**src/sv/hcbd_pkg.sv**
```systemverilog
`default_nettype none

package hcbd_pkg;

    localparam int SIZE_BITS_DEF = 64;

    localparam logic [7:0] CH_CR    = 8'h0D;
    localparam logic [7:0] CH_LF    = 8'h0A;
    localparam logic [7:0] CH_SPACE = 8'h20;
    localparam logic [7:0] CH_TAB   = 8'h09;
    localparam logic [7:0] CH_SEMI  = 8'h3B;
    localparam logic [7:0] CH_ZERO  = 8'h30;
    localparam logic [7:0] CH_NINE  = 8'h39;
    localparam logic [7:0] CH_UP_A  = 8'h41;
    localparam logic [7:0] CH_UP_F  = 8'h46;
    localparam logic [7:0] CASE_MASK = 8'hDF;

    typedef enum logic [3:0] {
        PH_LINE_START = 4'd0,
        PH_SIZE       = 4'd1,
        PH_EXTENSION  = 4'd2,
        PH_SIZE_CR    = 4'd3,
        PH_DATA       = 4'd4,
        PH_AFTER_DATA = 4'd5,
        PH_AFTER_CR   = 4'd6,
        PH_DONE       = 4'd7,
        PH_BAD        = 4'd8,
        PH_OVERFLOW   = 4'd9
    } phase_t;

    typedef enum logic [1:0] {
        ST_RUNNING  = 2'd0,
        ST_DONE     = 2'd1,
        ST_INVALID  = 2'd2,
        ST_OVERFLOW = 2'd3
    } status_t;

    typedef struct packed {
        logic [7:0] payload_byte;
        logic       payload_valid;
        status_t    status;
    } result_t;

    function automatic logic hex_ok(input logic [7:0] b);
        logic [7:0] up;
        up = b & CASE_MASK;
        return ((b >= CH_ZERO) && (b <= CH_NINE)) || ((up >= CH_UP_A) && (up <= CH_UP_F));
    endfunction

    function automatic logic [3:0] hex_val(input logic [7:0] b);
        logic [7:0] up;
        logic [7:0] v;
        up = b & CASE_MASK;
        if ((b >= CH_ZERO) && (b <= CH_NINE))
        begin
            v = b - CH_ZERO;
        end
        else
        begin
            v = up - CH_UP_A + 8'd10;
        end
        return v[3:0];
    endfunction

endpackage

`default_nettype wire

```
**src/sv/hcbd_in_reg.sv**
```systemverilog
`default_nettype none

module hcbd_in_reg (
    input  wire logic       clk,
    input  wire logic       rst_n,
    input  wire logic       s_tvalid,
    output logic            s_tready,
    input  wire logic [7:0] s_tdata,
    input  wire logic       advance,
    output logic            held_valid,
    output logic [7:0]      held_byte
);

    logic       vld_reg;
    logic       vld_next;
    logic [7:0] byte_reg;

    // the held word leaves in the same cycle a new one may enter
    assign s_tready = !vld_reg || advance;

    always_comb
    begin
        vld_next = vld_reg;
        if (s_tready)
        begin
            vld_next = s_tvalid;
        end
    end

    always_ff @(posedge clk or negedge rst_n)
    begin
        if (!rst_n)
        begin
            vld_reg <= 1'b0;
        end
        else
        begin
            vld_reg <= vld_next;
        end
    end

    always_ff @(posedge clk)
    begin
        if (s_tready && s_tvalid)
        begin
            byte_reg <= s_tdata;
        end
    end

    assign held_valid = vld_reg;
    assign held_byte  = byte_reg;

endmodule

`default_nettype wire

```
**src/sv/hcbd_core.sv**
```systemverilog
`default_nettype none

module hcbd_core #(
    parameter int SIZE_BITS = hcbd_pkg::SIZE_BITS_DEF
) (
    input  wire logic        clk,
    input  wire logic        rst_n,
    input  wire logic        step,
    input  wire logic [7:0]  data_byte,
    output hcbd_pkg::result_t result
);

    import hcbd_pkg::*;

    phase_t               phase_reg;
    phase_t               phase_next;
    logic [SIZE_BITS-1:0] len_reg;
    logic [SIZE_BITS-1:0] len_next;
    logic [SIZE_BITS-1:0] cnt_reg;
    logic [SIZE_BITS-1:0] cnt_next;
    logic [SIZE_BITS-1:0] cnt_inc;
    logic                 is_hex;
    logic [3:0]           digit;
    logic                 top_busy;

    assign is_hex   = hex_ok(data_byte);
    assign digit    = hex_val(data_byte);
    assign cnt_inc  = cnt_reg + SIZE_BITS'(1);
    assign top_busy = (len_reg[SIZE_BITS-1 -: 4] != 4'd0);

    always_comb
    begin
        phase_next = phase_reg;
        len_next   = len_reg;
        cnt_next   = cnt_reg;
        unique case (phase_reg)
            PH_LINE_START:
            begin
                if (!is_hex)
                begin
                    phase_next = PH_BAD;
                end
                else
                begin
                    len_next   = SIZE_BITS'(digit);
                    cnt_next   = '0;
                    phase_next = PH_SIZE;
                end
            end
            PH_SIZE:
            begin
                if (is_hex)
                begin
                    if (top_busy)
                    begin
                        phase_next = PH_OVERFLOW;
                    end
                    else
                    begin
                        len_next = {len_reg[SIZE_BITS-5:0], digit};
                    end
                end
                else if (data_byte == CH_SPACE || data_byte == CH_TAB || data_byte == CH_SEMI)
                begin
                    phase_next = PH_EXTENSION;
                end
                else if (data_byte == CH_CR)
                begin
                    phase_next = PH_SIZE_CR;
                end
                else if (data_byte == CH_LF)
                begin
                    phase_next = (len_reg == '0) ? PH_DONE : PH_DATA;
                end
                else
                begin
                    phase_next = PH_BAD;
                end
            end
            PH_EXTENSION:
            begin
                if (data_byte == CH_CR)
                begin
                    phase_next = PH_SIZE_CR;
                end
                else if (data_byte == CH_LF)
                begin
                    phase_next = (len_reg == '0) ? PH_DONE : PH_DATA;
                end
            end
            PH_SIZE_CR:
            begin
                if (data_byte == CH_LF)
                begin
                    phase_next = (len_reg == '0) ? PH_DONE : PH_DATA;
                end
                else
                begin
                    phase_next = PH_BAD;
                end
            end
            PH_DATA:
            begin
                cnt_next = cnt_inc;
                if (cnt_inc == len_reg)
                begin
                    phase_next = PH_AFTER_DATA;
                end
            end
            PH_AFTER_DATA:
            begin
                if (data_byte == CH_CR)
                begin
                    phase_next = PH_AFTER_CR;
                end
                else if (data_byte == CH_LF)
                begin
                    phase_next = PH_LINE_START;
                end
                else
                begin
                    phase_next = PH_BAD;
                end
            end
            PH_AFTER_CR:
            begin
                phase_next = (data_byte == CH_LF) ? PH_LINE_START : PH_BAD;
            end
            PH_DONE, PH_BAD, PH_OVERFLOW:
            begin
                phase_next = phase_reg;
            end
            default:
            begin
                phase_next = PH_BAD;
            end
        endcase
    end

    // status reflects the phase after this word
    always_comb
    begin
        result.payload_valid = (phase_reg == PH_DATA);
        result.payload_byte  = result.payload_valid ? data_byte : 8'd0;
        unique case (phase_next)
            PH_DONE:     result.status = ST_DONE;
            PH_BAD:      result.status = ST_INVALID;
            PH_OVERFLOW: result.status = ST_OVERFLOW;
            default:     result.status = ST_RUNNING;
        endcase
    end

    always_ff @(posedge clk or negedge rst_n)
    begin
        if (!rst_n)
        begin
            phase_reg <= PH_LINE_START;
            len_reg   <= '0;
            cnt_reg   <= '0;
        end
        else if (step)
        begin
            phase_reg <= phase_next;
            len_reg   <= len_next;
            cnt_reg   <= cnt_next;
        end
    end

endmodule

`default_nettype wire

```
**src/sv/hcbd_out_reg.sv**
```systemverilog
`default_nettype none

module hcbd_out_reg (
    input  wire logic         clk,
    input  wire logic         rst_n,
    input  wire logic         held_valid,
    input  hcbd_pkg::result_t result,
    output logic              advance,
    output logic              m_tvalid,
    input  wire logic         m_tready,
    output logic [15:0]       m_tdata,
    output logic              m_tuser
);

    import hcbd_pkg::*;

    logic    vld_reg;
    logic    vld_next;
    result_t res_reg;

    assign advance = held_valid && (!vld_reg || m_tready);

    always_comb
    begin
        vld_next = vld_reg;
        if (advance)
        begin
            vld_next = 1'b1;
        end
        else if (m_tready)
        begin
            vld_next = 1'b0;
        end
    end

    always_ff @(posedge clk or negedge rst_n)
    begin
        if (!rst_n)
        begin
            vld_reg <= 1'b0;
        end
        else
        begin
            vld_reg <= vld_next;
        end
    end

    always_ff @(posedge clk)
    begin
        if (advance)
        begin
            res_reg <= result;
        end
    end

    assign m_tvalid = vld_reg;
    assign m_tdata  = {6'd0, res_reg.status, res_reg.payload_byte};
    assign m_tuser  = res_reg.payload_valid;

endmodule

`default_nettype wire

```
**src/sv/http_chunked_body_decoder_top.sv**
```systemverilog
`default_nettype none

// channel   dir  handshake            tdata                              tuser
// s_*       in   s_tvalid/s_tready    [7:0] data_byte                    -
// m_*       out  m_tvalid/m_tready    [7:0] payload_byte, [9:8] status   [0] payload_valid
//
// one word per cycle sustained while the output is not stalled; an accepted input
// word passes through the input register, then the phase/size update and result register
// the size update is a nibble shift and the payload count one increment and compare
// reset clears the phase, size and count and empties both registers
// a stalled output holds its word while the input register still takes one more

module http_chunked_body_decoder_top #(
    parameter int SIZE_BITS = hcbd_pkg::SIZE_BITS_DEF
) (
    input  wire logic        clk,
    input  wire logic        rst_n,
    input  wire logic        s_tvalid,
    output logic             s_tready,
    input  wire logic [7:0]  s_tdata,   // [7:0] data_byte
    output logic             m_tvalid,
    input  wire logic        m_tready,
    output logic [15:0]      m_tdata,   // [7:0] payload_byte, [9:8] status
    output logic             m_tuser    // [0] payload_valid
);

    import hcbd_pkg::*;

    logic       advance;
    logic       held_valid;
    logic [7:0] held_byte;
    result_t    result;

    hcbd_in_reg u_in_reg (
        .clk        (clk),
        .rst_n      (rst_n),
        .s_tvalid   (s_tvalid),
        .s_tready   (s_tready),
        .s_tdata    (s_tdata),
        .advance    (advance),
        .held_valid (held_valid),
        .held_byte  (held_byte)
    );

    hcbd_core #(
        .SIZE_BITS (SIZE_BITS)
    ) u_core (
        .clk       (clk),
        .rst_n     (rst_n),
        .step      (advance),
        .data_byte (held_byte),
        .result    (result)
    );

    hcbd_out_reg u_out_reg (
        .clk        (clk),
        .rst_n      (rst_n),
        .held_valid (held_valid),
        .result     (result),
        .advance    (advance),
        .m_tvalid   (m_tvalid),
        .m_tready   (m_tready),
        .m_tdata    (m_tdata),
        .m_tuser    (m_tuser)
    );

endmodule

`default_nettype wire

```
**config.mk**
```make
export PLATFORM = sky130hd
export DESIGN_NAME = http_chunked_body_decoder_top
export DESIGN_NICKNAME = d
export VERILOG_FILES = /design/src/sv/hcbd_pkg.sv /design/src/sv/hcbd_in_reg.sv /design/src/sv/hcbd_core.sv /design/src/sv/hcbd_out_reg.sv /design/src/sv/http_chunked_body_decoder_top.sv
export SDC_FILE = /design/constraint.sdc
export NUM_CORES = 1
export LEC_CHECK = 0
export ABC_CLOCK_PERIOD_IN_PS = 5450
export BUFFER_PORTS_ARGS = -buffer_cell sky130_fd_sc_hd__buf_2
export CAP_MARGIN = 30
export CORE_MARGIN = 1.5
export CORE_UTILIZATION = 68
export DETAILED_ROUTE_END_ITERATION = 8
export GPL_TIMING_DRIVEN = 0
export PLACE_DENSITY_LB_ADDON = 0.3
export SETUP_SLACK_MARGIN = 0.3
export SYNTH_ARGS = -nofsm -noshare
export SYNTH_HDL_FRONTEND = slang
export SYNTH_SLANG_ARGS = --single-unit
```
**constraint.sdc**
```tcl
create_clock -name clk -period 5.45 [get_ports clk]
set_clock_uncertainty 0.15 [all_clocks]
set_input_delay 0.2725 -clock clk [delete_from_list [all_inputs] [get_ports clk]]
set_output_delay 0.2725 -clock clk [all_outputs]
set_load 0.02 [all_outputs]
```
==> qor.tcl, run 1 <==
set qor(report.final.setup_viol) 0
set qor(synthesis.instances) 1186
set qor(grt_setup_unrepaired) {false}
set qor(peakVddDrop_v) 0.000273
set qor(drt-pass1-iter-count) 6
set qor(synth-seq-cells) 153
set qor(cts_htree_levels) 4
set qor(ioPinCount) 31
set qor(buffer_ports.inserted) 24
set qor(postRouteWirelength_mm) 36.1
set qor(critPathMaxStageDelay_ps) 670
set qor(layout-drive-gt1-share) 0.0672
set qor(maxCapViolations) 0
set qor(critical_path.endpoint_type) {flop}
set qor(mappedNetlistArea_mm2) 0.00970
set qor(sum_of_overflow_across_all_layers_after_global_routing) 0
set qor(routabilityCongestion) 1.04
set qor(ys_dominant_reg_cell) {sky130_fd_sc_hd__dfrtp_1}
set qor(antenna-diode-count) 0
set qor(core_region_area_mm2) 0.0139
set qor(tightestPinTransition_ps) 1070
set qor(area_growth_pct) 12.2
set qor(crit_path_top_delay_cell) {sky130_fd_sc_hd__nor2_1}
set qor(clock_tree.root_cell) {sky130_fd_sc_hd__clkbuf_16}
set qor(cts.reportedPaths.clkPinSlew_ps) 60
set qor(synth_top_cell_area_share) 0.346
set qor(synth_warnings) 0
set qor(final_report_hold_violation_count) 0
set qor(hold_class) {in2async}
set qor(clock_sink_count) 153
set qor(floorplan.initialDensity) 0.699
set qor(worstPathMaxFanout) 10
set qor(criticalPathCategory) {reg2reg}
set qor(tritoncts) {yes}
set qor(half_perimeter_wire_length_after_detailed_placement_mm) 24.0
set qor(die-area_mm2) 0.0150
set qor(relSlewSlack) 0.277
set qor(synth_edf_count) 19
set qor(cts_inserted_buffers) 17
set qor(postCtsResizedCells) 0
set qor(finalMaxSlewViolations) 0
set qor(detail_route.drc_violations) 0
set qor(synth.top_cells.by_area) {sky130_fd_sc_hd__dfrtp_1, sky130_fd_sc_hd__nand2_1, sky130_fd_sc_hd__o21ai_0}
set qor(status) {complete, no violations}
set qor(grt_antenna_before_repair) 0
set qor(power.static_leakage_nw) 4.31
set qor(critical_path_buf_inv_count) 0
set qor(cts-root-to-sink-buffers) 2
set qor(period_needed_ps) 4860
set qor(critical-path-top-delay-family) {simple AND/OR/NAND/NOR gates}
set qor(fp-row-count) 43
set qor(powerDensity_mw_per_mm2) 267
set qor(postRouteAntennaNets) 0
set qor(timing.fmax_ghz) 0.206
set qor(clock_insertion_delay_worst_skew_ps) 440
set qor(die_w_um) 122
set qor(tns_ps) 0
set qor(routed-via-count) 10400
set qor(fillers) 949
set qor(synth_top_area_cell) {sky130_fd_sc_hd__dfrtp_1}
set qor(grt_pass1_wl_mm) 54.7
set qor(die_h_um) 122
set qor(cp.arrival_ps) 5080
set qor(net_count_of_the_finished_layout) 1269
set qor(post_synth_num_cell_types) 67
set qor(timing.final.crit_share) 0.891
set qor(synth_area_per_cell_um2) 8.18
set qor(worstSetupStartpointType) {flop}
set qor(largest_net_degree_at_the_start_of_global_routing) 101
set qor(timing.critical_path.required_ps) 5670
set qor(grt_util_all_layers) 0.495
set qor(vias_per_cell) 7.23
set qor(synth.yosys.seq_area_share) 0.405
set qor(finalHoldWorstSlack_ps) 145
set qor(routed_wire_length_per_instance_um) 25.0
set qor(first_global_vias) 9588
set qor(drt_iter0_markers) 1552
set qor(cp_cell_sequence) {ha_1, nand3_1, nor2_1, nand4_1, nor2_1, a21oi_1, a211oi_1, nand4_1, a2111oi_2, o31a_1}
set qor(async_set_or_reset_register_ratio_after_synthesis) 0.876
cell families (layout without fill, tap and decap cells):
logic type | Yosys count | count (layout) | synth area share
muxes | 8 | 8 | 0.00864
DFF | 153 | 153 | 0.405
adders and majority gates | 6 | 6 | 0.00774
AOI/OAI and AO/OA | 300 | 300 | 0.186
buffers and inverters | 101 | 174 | 0.0424
other | 1 | 6 | 0.000387
xor gates and xnor gates | 90 | 90 | 0.0813
and+or+nand+nor | 527 | 527 | 0.269
routing by layer:
layer	global-route usage	part of all wire	vias up
met4	0.300	0.073	0
met5	0	0	-
met1	0.622	0.34	4846
li1	-	-	4417
met2	0.741	0.43	925
met3	0.165	0.15	252
Yosys cell counts (all sizes together), types with 7 or more instances:
| cell | instances |
|---|---|
| a21oi | 47 |
| a31oi | 19 |
| and2 | 16 |
| and3 | 28 |
| and4 | 15 |
| buf | 11 |
| clkbuf | 83 |
| dfrtp | 134 |
| edfxtp | 19 |
| inv | 7 |
| nand2 | 205 |
| nand2b | 10 |
| nand3 | 36 |
| nand4 | 46 |
| nor2 | 76 |
| nor3 | 27 |
| nor4 | 35 |
| o21ai | 148 |
| o31ai | 32 |
| o41ai | 8 |
| or4 | 7 |
| xnor2 | 63 |
| xor2 | 27 |
worst reg2reg max path: stages (launching register included):
cell and delay (ps):
sky130_fd_sc_hd__dfrtp_1 490, sky130_fd_sc_hd__ha_1 320, sky130_fd_sc_hd__nand3_1 370, sky130_fd_sc_hd__nor2_1 620
sky130_fd_sc_hd__nand4_1 410, sky130_fd_sc_hd__nor2_1 670, sky130_fd_sc_hd__a21oi_1 210, sky130_fd_sc_hd__a211oi_1 450
sky130_fd_sc_hd__nand4_1 240, sky130_fd_sc_hd__a2111oi_2 630, sky130_fd_sc_hd__o31a_1 220
where the power goes:
part / switching (mW) / internal, mW / total, mW / leakage, nW
Clock: 0.518 / 0.787 / 1.30 / 0.308
Sequential: 0.0480 / 1.20 / 1.24 / 2.04
Combinational: 0.246 / 0.111 / 0.357 / 1.96
Total: 0.812 / 2.09 / 2.91 / 4.31
layout by cell type, fill, tap and decap left out, drive strengths merged, types with 6 or more instances in the layout:
cell type    instances
a21oi               47
nor3                27
clkbuf             103
or3                  6
or4                  7
and2                16
a211oi               6
dfrtp              134
and4                15
conb                 6
nand4               46
nand2b              10
inv                 11
o41ai                8
xor2                27
o31ai               32
nand2              205
ha                   6
o21ai              148
nor4                35
dlygate4sd3         12
a31oi               19
nor2                76
edfxtp              19
buf                 39
nor2b                6
xnor2               63
nand3               36
and3                28
cell type report:
type                       count  area [um2]  area share
inverter                       7        26.3     0.00241
multi-input combinational    937        5390       0.495
timing repair buffer          41         303      0.0278
buffer                        94         385      0.0354
clock buffer                  20         447      0.0410
tap                          180         225      0.0207
clock inverter                12         188      0.0172
sequential                   153        3920       0.360
timing repair:
item | in CTS | in global routing
hold buffers | 12 | 0
buffers inserted | 0 | 0
endpoints found under the hold margin | 44 | 0
metrics by stage:
stage | instances | utilization | worst slack (ps) | total power, mW | area [um2]
floorplan | 1191 | - | 2220 | 1.46 | 9720
global placement | 1395 | 0.725 | 1040 | 1.56 | 10100
detailed placement | 1400 | 0.730 | 1080 | 1.58 | 10100
CTS | 1444 | 0.784 | 1000 | 2.87 | 10900
global route | 1444 | 0.784 | 490 | 2.97 | 10900
finish | 1444 | 0.784 | 592 | 2.91 | 10900
worst paths after layout:
kind                                      from             endpoint  slack [ps]  cells past startpoint
max in group asynchronous                rst_n   u_core.len_reg[23]        4190                      3
min reg2reg                u_in_reg.held_valid   u_out_reg.m_tvalid         370                      1
min in group clk           u_in_reg.held_valid   u_out_reg.m_tvalid         370                      1
min                                      rst_n   u_core.cnt_reg[11]         150                      2
max reg2reg                  u_core.cnt_reg[0]  u_core.phase_reg[0]         590                     10
max                          u_core.cnt_reg[0]  u_core.phase_reg[0]         590                     10
Note: power is estimated with default switching activity, not from simulation.
==> inputs of run 2 (changes only) <==
--- a/config.mk
+++ b/config.mk
@@ -5,6 +5,7 @@
 export SDC_FILE = /design/constraint.sdc
 export NUM_CORES = 1
 export LEC_CHECK = 0
+export ABC_AREA = 1
 export ABC_CLOCK_PERIOD_IN_PS = 5450
 export BUFFER_PORTS_ARGS = -buffer_cell sky130_fd_sc_hd__buf_2
 export CAP_MARGIN = 30
==> qor.tcl, run 2 <==
set qor(status) {complete, no violations}
set qor(cts_inserted_buffers) 17 ;# unchanged
set qor(cp_cell_sequence) {nand2_1, nor2_1, nand2_1, nor2_1, nand2_1, nand2_1, nand2_1, nand2_1, nand2_1, nor2_1, nand2_1, nor2_1, nand2_1, nor2_1, nand3_1, a21oi_1}
set qor(most_frequent_cells_in_the_layout) {sky130_fd_sc_hd__nand2_1, sky130_fd_sc_hd__nor2_1, sky130_fd_sc_hd__nand3_1}
set qor(async_set_or_reset_register_ratio_after_synthesis) 0.876 ;# unchanged
set qor(routabilityCongestion) 1.00 ;# -3.9%
set qor(synth_top_area_cell) {sky130_fd_sc_hd__dfrtp_1}
set qor(critPathMaxStageDelay_ps) 410 ;# -260 ps
set qor(criticalPathCategory) {reg2reg}
set qor(area_growth_pct) 10.9
set qor(synth_area_per_cell_um2) 7.01 ;# -14%
set qor(synthesis.instances) 1383 ;# +17%
set qor(power.static_leakage_nw) 6.18 ;# +43%
set qor(largest_net_degree_at_the_start_of_global_routing) 79 ;# -22%
set qor(grt_antenna_before_repair) 1 ;# +1
set qor(cp.arrival_ps) 3660 ;# -1420 ps
set qor(cts.reportedPaths.clkPinSlew_ps) 70 ;# about the same
set qor(top_layer_used) {met4}
set qor(vias_per_cell) 6.34 ;# -12%
set qor(dr_wl_met3_mm) 3.90 ;# -29%
set qor(synth.top_cells.by_area) {sky130_fd_sc_hd__dfrtp_1, sky130_fd_sc_hd__nand2_1, sky130_fd_sc_hd__nand3_1}
set qor(fp-row-count) 43 ;# unchanged
set qor(final_report_hold_violation_count) 0 ;# unchanged
set qor(postRouteWirelength_mm) 32.5 ;# -10%
set qor(cts-root-to-sink-buffers) 2 ;# unchanged
set qor(placedCellCount) 1593 ;# +14%
set qor(ys_dominant_reg_cell) {sky130_fd_sc_hd__dfrtp_1}
set qor(worst_r2r_start) {u_core.cnt_reg[19]}
set qor(die_h_um) 122 ;# about the same
set qor(timing.final.crit_share) 0.646 ;# -0.245
set qor(antenna-diode-count) 0 ;# unchanged
set qor(peakVddDrop_v) 0.000259 ;# -5.0%
set qor(post_synth_num_cell_types) 42 ;# -37%
set qor(grt_setup_unrepaired) {false}
set qor(mostFrequentLayoutCell) {sky130_fd_sc_hd__nand2_1}
set qor(relSlewSlack) 0.497 ;# +0.220
set qor(tritoncts) {yes}
set qor(met2_wirelength_mm) 14.6 ;# -6.1%
set qor(synth.yosys.seq_area_share) 0.405 ;# about the same
set qor(hold_class) {in2async}
set qor(worstPathMaxFanout) 4 ;# -6
set qor(maxCapViolations) 0 ;# unchanged
set qor(mappedNetlistArea_mm2) 0.00970 ;# about the same
set qor(ioPinCount) 31 ;# unchanged
set qor(clock_sink_count) 153 ;# unchanged
set qor(postRouteAntennaNets) 0 ;# unchanged
set qor(powerDensity_mw_per_mm2) 224 ;# -16%
set qor(synth_edf_count) 19 ;# unchanged
set qor(timing.critical_path.required_ps) 5590 ;# -80 ps
set qor(synth-seq-cells) 153 ;# unchanged
set qor(cp_common_cell) {sky130_fd_sc_hd__nand2_1}
set qor(critical_path.endpoint_type) {flop}
set qor(worst_setup_path_startpoint) {u_core.cnt_reg[19]}
set qor(die-area_mm2) 0.0150 ;# about the same
set qor(core_region_area_mm2) 0.0139 ;# unchanged
set qor(stdcell_area_mm2) 0.0108 ;# -1.2%
set qor(tns_ps) 0 ;# unchanged
set qor(synth_top_cell_area_share) 0.346 ;# about the same
set qor(netlist_top_cells_count) {sky130_fd_sc_hd__nand2_1, sky130_fd_sc_hd__nor2_1, sky130_fd_sc_hd__nand3_1}
set qor(report.final.setup_viol) 0 ;# unchanged
set qor(drt-pass1-iter-count) 8 ;# +2
set qor(worstSetupStartpointType) {flop}
set qor(placed_area_mm2) 0.0101 ;# -0.36%
set qor(fin_cells) 1637 ;# +13%
set qor(routed-via-count) 10400 ;# -0.52%
set qor(ctsHoldBuffers) 11 ;# -1
set qor(synth_warnings) 0 ;# unchanged
set qor(first_global_vias) 9735 ;# +1.5%
set qor(timing.fmax_ghz) 0.284 ;# +38%
set qor(crit_path_top_delay_cell) {sky130_fd_sc_hd__dfrtp_1}
set qor(net_count_of_the_finished_layout) 1462 ;# +15%
set qor(half_perimeter_wire_length_after_detailed_placement_mm) 23.5 ;# -2.1%
set qor(sum_of_overflow_across_all_layers_after_global_routing) 0 ;# unchanged
set qor(period_needed_ps) 3520 ;# -1340 ps
set qor(detail_route.drc_violations) 0 ;# unchanged
set qor(cts_htree_levels) 4 ;# unchanged
set qor(drt_iter0_markers) 1403 ;# -9.6%
set qor(layout-drive-gt1-share) 0.0666 ;# -0.000672
set qor(die_w_um) 122 ;# about the same
set qor(grt_util_all_layers) 0.453 ;# -0.0425
set qor(finalMaxSlewViolations) 0 ;# unchanged
set qor(clock_insertion_delay_worst_skew_ps) 440 ;# about the same
set qor(postCtsResizedCells) 0 ;# unchanged
set qor(post-cts-setup-buffer-count) 0 ;# unchanged
set qor(floorplan.initialDensity) 0.699 ;# about the same
set qor(clock_tree.root_cell) {sky130_fd_sc_hd__clkbuf_16}
set qor(synth.most_common_cell) {sky130_fd_sc_hd__nand2_1}
set qor(grt_pass1_wl_mm) 50.6 ;# -7.3%
set qor(route.layer.met1.wl_mm) 12.1 ;# -3.0%
set qor(buffer_ports.inserted) 24 ;# unchanged
set qor(tightestPinTransition_ps) 754 ;# -321 ps
set qor(routed_wire_length_per_instance_um) 19.9 ;# -21%
[run 2: cell count changes in the layout (fill, tap and decap cells not counted), moves of 19 or more]
cell                       delta
sky130_fd_sc_hd__nand3_1    +135
sky130_fd_sc_hd__nor2_1      +99
sky130_fd_sc_hd__xnor2_1     -62
sky130_fd_sc_hd__a21oi_1     -36
sky130_fd_sc_hd__nand4_1     -28
sky130_fd_sc_hd__o21ai_0     -65
sky130_fd_sc_hd__clkbuf_1    -59
sky130_fd_sc_hd__and3_1      -28
sky130_fd_sc_hd__nor4_1      -26
sky130_fd_sc_hd__nand2_1    +197
sky130_fd_sc_hd__nor3_1      -19
sky130_fd_sc_hd__inv_1      +153
sky130_fd_sc_hd__o22ai_1     +51
sky130_fd_sc_hd__o31ai_1     -27
[run 2: layer usage]
| metal | vias to the layer above | track usage |
|---|---|---|
| li1 | 4662 | - |
| met1 | 4810 | 0.588 |
| met2 | 749 | 0.703 |
| met3 | 165 | 0.105 |
| met4 | 0 | 0.251 |
| met5 | - | 0 |
[run 2: power by group]
group	internal [mW]	leakage, nW	switching (mW)
Sequential	1.17	1.43	0.0104
Clock	0.591	0.258	0.531
Combinational	0.0272	4.49	0.0741
[run 2: final timing paths]
path                                              to  cells after the start  slack [ps]
worst max-delay path            u_out_reg.m_tdata[8]                     16        1930
worst min-delay path              u_core.cnt_reg[34]                      2         310
worst max register to register  u_out_reg.m_tdata[8]                     16        1930
worst min register to register    u_core.len_reg[22]                      2         370
max in group asynchronous          u_core.cnt_reg[7]                      3        4080
min in group clk                  u_core.len_reg[22]                      2         370
[run 2: worst max-delay path, delay by kind of cell (launching register included)]
family / cells / cell delay [ps]
flip-flops: 1 / 410
AND/OR/NAND/NOR: 15 / 2660
AO/OA/AOI/OAI: 1 / 150
[run 2: layout make-up]
class,instances,area (um2)
buffer,38,171
clock buffer,17,425
clock inverter,15,116
fill,1045,3130
inverter,166,623
multi-input combinational,1031,5000
sequential,153,3920
tap,180,225
timing repair buffer,37,269
[run 2: through the flow]
step / hold slack, ps / util / setup WS, ps / total power [mW]
floorplan: -173 / - / 3090 / 1.25
CTS: 338 / 0.774 / 2230 / 2.39
finish: 309 / 0.775 / 1930 / 2.41
global placement: 299 / 0.725 / 2060 / 1.29
global route: 386 / 0.775 / 1710 / 2.45
detailed placement: 218 / 0.727 / 2280 / 1.29
[run 2: cells by family after synthesis]
group,count (synthesis),share of synthesized area
simple gates,808,0.353
buf+inv,204,0.0819
compound gates,175,0.102
flops,153,0.405
xor+xnor,36,0.0498
fa+ha+maj,6,0.00774
other cells,1,0.000387
==> inputs of run 3 (changes only) <==
--- a/config.mk
+++ b/config.mk
@@ -6,11 +6,11 @@
 export NUM_CORES = 1
 export LEC_CHECK = 0
 export ABC_AREA = 1
-export ABC_CLOCK_PERIOD_IN_PS = 5450
+export ABC_CLOCK_PERIOD_IN_PS = 3600
 export BUFFER_PORTS_ARGS = -buffer_cell sky130_fd_sc_hd__buf_2
 export CAP_MARGIN = 30
 export CORE_MARGIN = 1.5
-export CORE_UTILIZATION = 68
+export CORE_UTILIZATION = 63
 export DETAILED_ROUTE_END_ITERATION = 8
 export GPL_TIMING_DRIVEN = 0
 export PLACE_DENSITY_LB_ADDON = 0.3
==> constraint.sdc (replaced) <==
create_clock -name clk -period 3.6 [get_ports clk]
set_clock_uncertainty 0.15 [all_clocks]
set_input_delay 0.18 -clock clk [delete_from_list [all_inputs] [get_ports clk]]
set_output_delay 0.18 -clock clk [all_outputs]
set_load 0.02 [all_outputs]
==> qor.tcl, run 3 (same netlist as run 2, synthesis figures left out) <==
set qor(status) {complete, no violations}
set qor(powerDensity_mw_per_mm2) 350 ;# +56%
set qor(routabilityCongestion) 1.02 ;# +1.4%
set qor(grt_pass1_wl_mm) 49.5 ;# -2.2%
set qor(relSlewSlack) 0.518 ;# +0.0206
set qor(die_w_um) 127 ;# +3.8%
set qor(report.final.setup_viol) 0 ;# unchanged
set qor(ioPinCount) 31 ;# unchanged
set qor(worstPathMaxFanout) 4 ;# unchanged
set qor(vias_per_cell) 6.09 ;# -4.0%
set qor(timing.final.crit_share) 0.885 ;# +0.239
set qor(final_total_power_mw) 3.80 ;# +58%
set qor(tns_ps) 0 ;# unchanged
set qor(cts.reportedPaths.clkPinSlew_ps) 70 ;# about the same
set qor(critical-path-top-delay-family) {simple AND/OR/NAND/NOR gates}
set qor(critical_path_buf_inv_count) 0 ;# unchanged
set qor(postRouteWirelength_mm) 31.1 ;# -4.2%
set qor(crit_path_top_delay_cell) {sky130_fd_sc_hd__dfrtp_1}
set qor(half_perimeter_wire_length_after_detailed_placement_mm) 22.9 ;# -2.5%
set qor(worstSetupStartpointType) {flop}
set qor(area_growth_pct) 11.9
set qor(timing.critical_path.required_ps) 3740 ;# -1850 ps
set qor(grt_util_all_layers) 0.401 ;# -0.0514
set qor(clock_insertion_delay_worst_skew_ps) 440 ;# about the same
set qor(hold_class) {in2async}
set qor(cp_cell_sequence) {nand2_1, nor2_1, nand2_1, nor2_1, nand2_1, nand2_1, nand2_1, nand2_1, nand2_1, nor2_1, nand2_1, nor2_1, nand2_1, nor2_1, nand3_1, a21oi_1}
set qor(final_report_hold_violation_count) 0 ;# unchanged
set qor(clock_sink_count) 153 ;# unchanged
set qor(tightestPinTransition_ps) 723 ;# -30.9 ps
set qor(criticalPathCategory) {reg2reg}
set qor(detail_route.drc_violations) 0 ;# unchanged
set qor(first_global_vias) 9661 ;# -0.76%
set qor(tritoncts) {yes}
set qor(drt-pass1-iter-count) 9 ;# +1
set qor(power.static_leakage_nw) 6.22 ;# +0.74%
set qor(die_h_um) 127 ;# +3.8%
set qor(timing.fmax_ghz) 0.314 ;# +11%
set qor(routed-via-count) 10000 ;# -3.3%
set qor(peakVddDrop_v) 0.000450 ;# +73%
set qor(layout-drive-gt1-share) 0.0705 ;# +0.00392
set qor(core_region_area_mm2) 0.0151 ;# +8.7%
set qor(most_frequent_cells_in_the_layout) {sky130_fd_sc_hd__nand2_1, sky130_fd_sc_hd__nor2_1, sky130_fd_sc_hd__nand3_1}
set qor(cts_htree_levels) 4 ;# unchanged
set qor(cts_inserted_buffers) 17 ;# unchanged
set qor(largest_net_degree_at_the_start_of_global_routing) 92 ;# +16%
set qor(clock_tree.root_cell) {sky130_fd_sc_hd__clkbuf_16}
set qor(maxCapViolations) 0 ;# unchanged
set qor(fillers) 1287 ;# +23%
set qor(multi_input_comb_area_mm2) 0.00500 ;# +0.10%
set qor(drt_iter0_markers) 1234 ;# -12%
set qor(routed_wire_length_per_instance_um) 18.9 ;# -4.9%
set qor(buffer_ports.inserted) 24 ;# unchanged
set qor(grt_antenna_before_repair) 0 ;# -1
set qor(net_count_of_the_finished_layout) 1466 ;# +0.27%
set qor(die-area_mm2) 0.0161 ;# +7.7%
set qor(postLayoutCoreUtil) 0.719 ;# -0.0552
set qor(postRouteAntennaNets) 0 ;# unchanged
set qor(fp-row-count) 45 ;# +4.7%
set qor(floorplan.initialDensity) 0.643 ;# -0.0560
set qor(antenna-diode-count) 0 ;# unchanged
set qor(grt_setup_unrepaired) {true}
set qor(critPathMaxStageDelay_ps) 390 ;# -20 ps
set qor(mostFrequentLayoutCell) {sky130_fd_sc_hd__nand2_1}
set qor(seq_area_mm2) 0.00392 ;# unchanged
set qor(finalMaxSlewViolations) 0 ;# unchanged
set qor(worstRegToRegCells) 16 ;# unchanged
set qor(cp_common_cell) {sky130_fd_sc_hd__nand2_1}
set qor(cts-root-to-sink-buffers) 2 ;# unchanged
set qor(period_needed_ps) 3180 ;# -336 ps
set qor(sum_of_overflow_across_all_layers_after_global_routing) 0 ;# unchanged
set qor(critical_path.endpoint_type) {flop}
set qor(cp.arrival_ps) 3320 ;# -340 ps
set qor(critical_path_cell_count) 16 ;# unchanged
run 3: changes by cell type in the layout (fill, tap and decap cells not counted), sizes merged:
cell and change:
buf +2, bufinv +2, dlygate4sd3 +2, clkbuf +1, clkinv -1, clkinvlp -1, inv -1
run 3: metrics by stage:
stage	cells	hold WS (ps)	setup slack, ps	instance area (um2)
3_3_place_gp	1600	206	284	10100
6_report	1649	92.0	415	10900
2_1_floorplan	1388	-266	1240	9720
4_1_cts	1646	107	491	10800
3_5_place_dp	1601	-14.9	519	10100
5_1_grt	1649	126	273	10900
run 3: repair_timing:
action / in CTS / in global routing
hold endpoints to repair: 53 / 0
setup buffers: 0 / 2
gates resized for setup: 0 / 3
hold buffers: 13 / 0
endpoints found under the setup margin: 0 / 11
run 3: final cells by class:
class,count,share of cell area
clock inverter,14,0.0150
inverter,166,0.0577
sequential,153,0.361
timing repair buffer,41,0.0280
clock buffer,18,0.0395
tap,188,0.0217
buffer,38,0.0158
multi-input combinational,1031,0.461
run 3: routing by layer:
metal | track usage | share of wire | routed length (um) | vias to the layer above
met2 | 0.620 | 0.45 | 13900 | 607
met3 | 0.0905 | 0.10 | 3140 | 114
met5 | 0 | 0 | 0 | -
met4 | 0.211 | 0.056 | 1740 | 0
li1 | - | - | - | 4640
met1 | 0.532 | 0.40 | 12300 | 4684
run 3: worst paths after layout:
kind / startpoint / to / slack [ps]
max: u_core.cnt_reg[19] / u_out_reg.m_tdata[8] / 420
min: rst_n / u_core.cnt_reg[30] / 90
max reg2reg: u_core.cnt_reg[19] / u_out_reg.m_tdata[8] / 420
min reg2reg: u_core.len_reg[8] / u_core.len_reg[12] / 380
max in group asynchronous: rst_n / u_core.cnt_reg[43] / 2360
min in group clk: s_tdata[2] / u_in_reg.held_byte[2] / 310
run 3: worst register-to-register path, stage by stage (launching register included):
cell and delay [ps]:
sky130_fd_sc_hd__dfrtp_1 390, sky130_fd_sc_hd__nand2_1 100, sky130_fd_sc_hd__nor2_1 270, sky130_fd_sc_hd__nand2_1 240
sky130_fd_sc_hd__nor2_1 320, sky130_fd_sc_hd__nand2_1 240, sky130_fd_sc_hd__nand2_1 150, sky130_fd_sc_hd__nand2_1 70
sky130_fd_sc_hd__nand2_1 60, sky130_fd_sc_hd__nand2_1 50, sky130_fd_sc_hd__nor2_1 130, sky130_fd_sc_hd__nand2_1 70
sky130_fd_sc_hd__nor2_1 120, sky130_fd_sc_hd__nand2_1 60, sky130_fd_sc_hd__nor2_1 250, sky130_fd_sc_hd__nand3_1 200
sky130_fd_sc_hd__a21oi_1 160
run 3: power by group:
group | switching, mW | internal (mW) | total [mW] | leakage [nW]
Clock | 0.814 | 1.04 | 1.85 | 0.286
Sequential | 0.0134 | 1.78 | 1.79 | 1.43
Combinational | 0.110 | 0.0446 | 0.155 | 4.51
